File: src/rtl/hcs_pkg.sv
// shared types and constants for the hashed counter sketch update core
package hcs_pkg;

  localparam int KEY_W      = 32;
  localparam int COUNT_W    = 32;
  localparam int RIDX_W     = 10;
  localparam int NUMCOL_W   = 11;
  localparam int SEED_W     = 32;
  localparam int CFG_IDX_W  = 3;
  localparam int COL_W_MAX  = 16;
  localparam int HASH_W     = 34;
  localparam int PROD_W     = 64;
  localparam int HALF_W     = 16;
  localparam int FOLD_SHIFT = 31;
  localparam int FIX_ROUNDS = 3;
  localparam int HASH_STAGES = 3;

  localparam logic [HASH_W-1:0]   MERSENNE_P   = 34'h0_7FFF_FFFF;
  localparam logic [NUMCOL_W-1:0] NUMCOL_RESET = 11'd1024;

  typedef enum logic [CFG_IDX_W-1:0] {
    REG_SEED_A,
    REG_SEED_B1,
    REG_SEED_B2,
    REG_SEED_B3,
    REG_NUM_COLUMNS
  } reg_index_t;

  typedef enum logic {
    ACT_INSERT = 1'b0,
    ACT_READ   = 1'b1
  } action_t;

  // one classified beat waiting between front and back
  typedef struct packed {
    action_t             action;
    logic [KEY_W-1:0]    key;
    logic [RIDX_W-1:0]   read_index;
    logic                ridx_ok;
  } cmd_t;

  typedef struct packed {
    logic             start;
    logic [KEY_W-1:0] key;
  } hash_req_t;

  typedef struct packed {
    logic                 done;
    logic [COL_W_MAX-1:0] col;
  } hash_rsp_t;

  typedef enum logic [2:0] {
    H_IDLE,
    H_MUL_LO,
    H_MUL_HI,
    H_FOLD,
    H_FIX,
    H_DIV,
    H_DONE
  } hash_state_t;

  typedef enum logic [2:0] {
    B_CLEAR,
    B_IDLE,
    B_HASH,
    B_INC,
    B_RDWAIT,
    B_RESULT
  } back_state_t;

endpackage

File: src/rtl/hcs_hash.sv
// iterative polynomial hash over 2^31-1 followed by a bit-serial column reduction
module hcs_hash import hcs_pkg::*; #(
  parameter int COLUMNS = 1024
) (
  input  logic                clk,
  input  logic                rst,
  input  logic [SEED_W-1:0]   seed_a,
  input  logic [SEED_W-1:0]   seed_b1,
  input  logic [SEED_W-1:0]   seed_b2,
  input  logic [SEED_W-1:0]   seed_b3,
  input  logic [NUMCOL_W-1:0] num_columns,
  input  hash_req_t           req,
  output hash_rsp_t           rsp
);

  localparam int MW = $clog2(COLUMNS + 1);

  hash_state_t state;
  hash_state_t state_next;

  logic [KEY_W-1:0]  key_r;
  logic [HASH_W-1:0] acc;
  logic [PROD_W-1:0] prod;
  logic [1:0]        stage_cnt;
  logic [1:0]        fix_cnt;
  logic [5:0]        div_cnt;
  logic [MW-1:0]     rem;

  logic [MW-1:0]          modulus;
  logic [HALF_W-1:0]      key_half;
  logic [HASH_W+HALF_W-1:0] pp;
  logic [SEED_W-1:0]      seed_add;
  logic [HASH_W-1:0]      folded;
  logic [MW:0]            trial;
  logic                   trial_ge;

  // out-of-range column counts fall back to the full table
  assign modulus = (num_columns == '0 || 32'(num_columns) > 32'(COLUMNS)) ?
                   MW'(COLUMNS) : MW'(num_columns);

  always_comb begin
    key_half = (state == H_MUL_HI) ? key_r[KEY_W-1:HALF_W] : key_r[HALF_W-1:0];
    pp       = acc * key_half;
    case (stage_cnt)
      2'd0:    seed_add = seed_b1;
      2'd1:    seed_add = seed_b2;
      default: seed_add = seed_b3;
    endcase
    folded   = {1'b0, prod[PROD_W-1:FOLD_SHIFT]} +
               {3'b000, prod[FOLD_SHIFT-1:0]};
    trial    = {rem, acc[HASH_W-1]};
    trial_ge = (trial >= {1'b0, modulus});
  end

  always_comb begin
    state_next = state;
    unique case (state)
      H_IDLE:   if (req.start) state_next = H_MUL_LO;
      H_MUL_LO: state_next = H_MUL_HI;
      H_MUL_HI: state_next = H_FOLD;
      H_FOLD:   state_next = H_FIX;
      H_FIX: begin
        if (fix_cnt == 2'(FIX_ROUNDS - 1)) begin
          state_next = (stage_cnt == 2'(HASH_STAGES - 1)) ? H_DIV : H_MUL_LO;
        end
      end
      H_DIV:    if (div_cnt == 6'(HASH_W - 1)) state_next = H_DONE;
      H_DONE:   state_next = H_IDLE;
      default:  state_next = H_IDLE;
    endcase
  end

  always_comb begin
    rsp.done = (state == H_DONE);
    rsp.col  = COL_W_MAX'(rem);
  end

  always_ff @(posedge clk) begin
    if (rst) begin
      state <= H_IDLE;
    end else begin
      state <= state_next;
    end
  end

  always_ff @(posedge clk) begin
    if (rst) begin
      stage_cnt <= 2'd0;
      fix_cnt   <= 2'd0;
      div_cnt   <= 6'd0;
    end else begin
      case (state)
        H_IDLE: begin
          stage_cnt <= 2'd0;
          fix_cnt   <= 2'd0;
          div_cnt   <= 6'd0;
        end
        H_FIX: begin
          if (fix_cnt == 2'(FIX_ROUNDS - 1)) begin
            fix_cnt   <= 2'd0;
            stage_cnt <= stage_cnt + 2'd1;
          end else begin
            fix_cnt <= fix_cnt + 2'd1;
          end
        end
        H_DIV:   div_cnt <= div_cnt + 6'd1;
        default: ;
      endcase
    end
  end

  always_ff @(posedge clk) begin
    case (state)
      H_IDLE: begin
        if (req.start) begin
          key_r <= req.key;
          acc   <= HASH_W'(seed_a);
          rem   <= '0;
        end
      end
      // product wraps at 64 bits, seed added with the low half
      H_MUL_LO: prod <= PROD_W'(pp) + PROD_W'(seed_add);
      H_MUL_HI: prod <= prod + {pp[PROD_W-HALF_W-1:0], {HALF_W{1'b0}}};
      H_FOLD:   acc  <= folded;
      H_FIX:    if (acc > MERSENNE_P) acc <= acc - MERSENNE_P;
      H_DIV: begin
        rem <= trial_ge ? MW'(trial - {1'b0, modulus}) : MW'(trial);
        acc <= {acc[HASH_W-2:0], 1'b0};
      end
      default: ;
    endcase
  end

endmodule

File: config.mk
export PLATFORM = sky130hd
export DESIGN_NAME = hcs_hash
export DESIGN_NICKNAME = d
export VERILOG_FILES = /design/src/rtl/hcs_pkg.sv /design/src/rtl/hcs_hash.sv
export SDC_FILE = /design/constraint.sdc
export NUM_CORES = 2
export LEC_CHECK = 0
export BUFFER_PORTS_ARGS = -buffer_cell sky130_fd_sc_hd__buf_2
export CORE_MARGIN = 2
export CORE_UTILIZATION = 65
export DETAILED_ROUTE_END_ITERATION = 8
export GPL_TIMING_DRIVEN = 0
export PLACE_DENSITY = 0.85
export SYNTH_ARGS = -nofsm -noshare
export SYNTH_HDL_FRONTEND = slang
export SYNTH_SLANG_ARGS = --single-unit
File: constraint.sdc
create_clock -name clk -period 13.6 [get_ports clk]
set_input_delay 2.72 -clock clk [delete_from_list [all_inputs] [get_ports clk]]
set_output_delay 2.72 -clock clk [all_outputs]
set_load 0.02 [all_outputs]
# == Yosys cells after proc, flatten, opt, wreduce, memory -nomap -nowiden ==
# Index checks and enable logic that the tools add are counted.
# classes
add_sub_neg,8
n_mul,1
n_div,0
order_cmp,3
eq_ne,14
shift,0
n_mux,20
bitwise_logic,0
reduce_logical,13
# ops
cell,n
case mux 34 bit (4 select lines),1
case mux 64 bit (2 select lines),1
2-to-1 mux 34 bit,2
adder 64 bit,1
case mux 32 bit (2 select lines),1
adder 50 x 32 -> 51 bit,1
multiplier 34 x 16 -> 50 bit,1
adder 33 x 31 -> 34 bit,1
> comparator 34 x 31 -> 1 bit (second input constant),1
subtractor 34 x 31 -> 34 bit (second input constant),1
2-to-1 mux 11 bit,3
case mux 11 bit (2 select lines),1
case mux 3 bit (6 select lines),1
2-to-1 mux 16 bit,1
>= comparator 12 x 11 -> 1 bit,1
2-to-1 mux 3 bit,4
case mux 6 bit (2 select lines),1
> comparator 11 bit (second input constant),1
logical NOT 11 bit,1
subtractor 11 bit,1
== test 3 bit (second input constant),3
!= test 2 bit (second input constant),4
case mux 2 bit (2 select lines),2
adder 6 x 1 -> 6 bit (second input constant),1
14 further kinds,23
# word_totals
reg_bits,154
latchBits,0
ramBits,0
mem_bits_ro,0
inputBits,174
out_inout_bits,17
elab_cells,67
mem_count,0

# == Depth between registers and ports, before layout ==
# depth
ltp_word,6
mapped_depth,43
mapped_depth_nobuf,41

# == Worst setup path after synthesis ==
# OpenSTA, ideal clock, no wires.
# synth_path
kind,register -> register
from,register state[1]
to,register prod[48] (data pin)
setup_time_ns,0.259
arrival_ns,9.282
required_time_ns,13.341
slack_ns,4.059
path_stages_with_launch,38
path_buffers,2
synth_period_minus_slack_ns,9.541
path_cell_list,dfxtp_1 inv_1 nor3_1 clkbuf_1 nand2_1 nand2_1 clkbuf_1 and2_1 fa_1 fa_1 ha_1 fa_1 inv_1 fa_1 fa_1 inv_1 ha_1 a2111o_1 (+2 left out) nand2b_1 a31oi_1 or3_1 o211ai_1 a221o_1 a21oi_1 xnor2_1 ha_1 nand3_1 inv_1 nand2_1 or4_1 o211ai_1 and2_1 nand4_2 nor3_4 a211oi_1 a211o_1
# synth_via
elab_chain_cells,5
word_cells_on_any_way,7
classes_between,add/sub (2); mul (1); eq/ne (2); mux (2)
# synth_lines
element,line_no,text
"start, declared",hcs_hash.sv:18,hash_state_t state;
"start signal, assigned",hcs_hash.sv:82,state <= state_next;
== test 3 x 2 -> 1 bit,"hcs_hash.sv:42, hcs_hash.sv:113",
2-to-1 mux 16 bit,hcs_hash.sv:42,key_half = (state == H_MUL_HI) ? key_r[KEY_W-1:HALF_W] : key_r[HALF_W-1:0];
multiplier 34 x 16 -> 50 bit,hcs_hash.sv:43,pp = acc * key_half;
adder 64 bit or adder 50 x 32 -> 51 bit (tied branches),"hcs_hash.sv:123, hcs_hash.sv:122",
case mux 64 bit (2 select lines) *,hcs_hash.sv:113,case (state)
"end signal, assigned",hcs_hash.sv:122,H_MUL_LO: prod <= PROD_W'(pp) + PROD_W'(seed_add);
"end signal, assigned",hcs_hash.sv:123,"H_MUL_HI: prod <= prod + {pp[PROD_W-HALF_W-1:0], {HALF_W{1'b0}}};"
"end, declared",hcs_hash.sv:23,logic [PROD_W-1:0] prod;
# Mark *: on every way between the ends. The rest lies on a longest branch, timed or not.
# A chain may end at the register's enable or synchronous reset.

# == Final worst setup path ==
# layout_path
from,register state[2]
to,register prod[48] (data pin)
# The elaborated chain is that of the path after synthesis.

==> flow_summary.ini <==
[outcome]
status = finished clean

[drt]
vias = 29330
drtPass1Iterations = 8
detail_route.wirelength_mm = 101.7
ant_nets = 0
wl_per_cell_um = 21.54
drt_iter0_drc = 2978
vias_per_cell = 6.213
drc_errors = 0

[worst_setup_path]
path_max_fanout = 10
max_stage_delay_ns = 0.99
end_kind = flop
critPathArrivalTime_ns = 12.87
startpoint_type = flop
path_buf_inv = 8
required_ns = 13.82
crit_family = adder cells
worstSetupPathType = flop to flop
slowest_stage = clkbuf_1
reg2reg_slack_ns = 0.95

[clocking]
cts_setup_buffers = 0
clock_sink_count = 154
cts.clk_slew.worst_paths_ns = 0.07
clock_latency_ns = 0.48
cts-buffers-inserted = 17
clockBufferDepth = 2
hold_buffers = 0
cts.htree.levels = 4
root_buffer = clkbuf_16
cts_tree = built
cts-resized-gates = 0

[synthesis]
synth-seq-area-share = 0.1400
synth_edf_count = 141
ys_warn_count = 0
ys_seq_elements = 154
synth_top_area_cell = fa_1
async_flop_share = 0
yosys.cell_types.count = 91
synth_most_common_cell = nand2_1
ys.flop_type = edfxtp_1
synthTopCellsByCount = 627 x nand2_1, 581 x inv_1, 450 x fa_1
ys_top_cells_by_area = fa_1 28%, edfxtp_1 13%, ha_1 9.8%, nand2_1 7.3%, inv_1 6.8%
syn_area_per_cell_um2 = 8.377
synth_top_area_share = 0.2807
syn_area_um2 = 32090
synthCells = 3831

[grt]
grt_pass1_vias = 29200
grt_max_degree = 34
grt_util_met3 = 0.1088
grt_usage = 0.4141
overflow = 0
busiest_layer = met2
gr-usage-met1 = 0.5258
grt_use_met2 = 0.6339
antenna_found_initial = 5
grt_pass1_wl_mm = 160.5

[run]
cap_violations = 0

[hold_path]
hp-class = flop to flop

[floorplanning]
dieArea_um2 = 51160
initial_core_util = 0.6569
ios = 191
dieWidth_um = 226.2
core_um2 = 48850
rows = 81
die_h_um = 226.2

[timing]
finalCriticalPeriod_ns = 12.65
worst_pin_slew_ns = 1.333
final.setup.tns_ns = 0
finalCritPeriodShare = 0.9301
rsz0062_at_grt = false
max_slew_margin = 0.1113
setup_viol_count_final = 0
slew_viol_final = 0
fmax_ghz = 0.07906
finalHoldViolCount = 0
skew_ns = 0.01791

[cells_and_area]
drive_gt1_frac = 0.06907
area_growth_pct = 7.728
final_nets = 4918

[place]
place.gp.congestion = 1.035
dp_hpwl_mm = 84.24
port_buffers = 185
## cell families after synthesis
group,count (synthesis),share of synthesized area
simple gates,1294,0.1906
xor+xnor,153,0.04340
buf+inv,783,0.09248
other cells,1,0.0001169
fa+ha+maj,702,0.3790
compound gates,729,0.1496
mux,15,0.004757
flops,154,0.1400
## tightest hold or removal path, delay by kind of cell (launching register included)
family         cells  cell delay (ns)
AO/OA/AOI/OAI      2             0.13
flip-flops         1             0.32
## metrics by stage
stage | std cells | setup WS (ns) | utilization | instance area [µm²] | hold slack [ns]
after global routing | 4719 | 0.4254 | 0.7076 | 34570 | 0.5198
after floorplan | 3835 | 4.059 | - | 32110 | 0.4624
after detailed placement | 4687 | 1.386 | 0.6951 | 33960 | 0.4873
after global placement | 4684 | 0.7452 | 0.6932 | 33860 | 0.4869
after CTS | 4718 | 1.346 | 0.7075 | 34560 | 0.4962
final | 4721 | 0.9508 | 0.7077 | 34570 | 0.4954
## cell type report
| class | count | area (µm²) |
|---|---|---|
| clock buffer | 17 | 425.4 |
| fill | 3866 | 14280 |
| buffer | 201 | 783.3 |
| inverter | 582 | 2185 |
| sequential | 154 | 4494 |
| timing repair buffer | 188 | 992.2 |
| multi-input combinational | 2898 | 24670 |
| antenna | 3 | 7.507 |
| tap | 664 | 830.8 |
| clock inverter | 14 | 180.2 |
## sequential cells by signal (all words and copies together) (netlist names)
register   count
acc           34
div_cnt        6
fix_cnt        2
key_r         32
prod          64
rem           11
stage_cnt      2
state          3
## worst paths after layout
check                           depth (start not counted)       start    endpoint
worst max register to register                         38    state[2]    prod[48]
worst min-delay path                                    2  fix_cnt[1]  fix_cnt[1]
worst min register to register                          2  fix_cnt[1]  fix_cnt[1]
worst max-delay path                                   38    state[2]    prod[48]
## routing by layer
layer | vias to the layer above | share of wire
met4 | 4 | 0.073
met2 | 1890 | 0.44
li1 | 12980 | -
met3 | 439 | 0.12
met5 | - | 0.00043
met1 | 14020 | 0.36
## placed cells by master, fill, tap and decap left out, types with 16 or more instances in the layout
cell type / instances
xnor2_1: 83
o21a_1: 16
clkbuf_1: 187
a211oi_1: 26
buf_2: 190
a211o_1: 18
ha_1: 252
inv_1: 581
nor2b_1: 20
and2_1: 198
a21oi_1: 206
a22oi_1: 41
nand2b_1: 33
nor2_1: 168
nand4_1: 34
clkbuf_16: 17
o21ai_0: 136
nand2_1: 627
edfxtp_1: 141
a21o_1: 86
nor3_1: 46
a31oi_1: 21
nand3_1: 73
o211ai_1: 30
xor2_1: 66
o21bai_1: 23
fa_1: 450
and3_1: 20
Power is not shown: default switching activity piles up to over one toggle a cycle in this logic, so the estimate is an artifact.
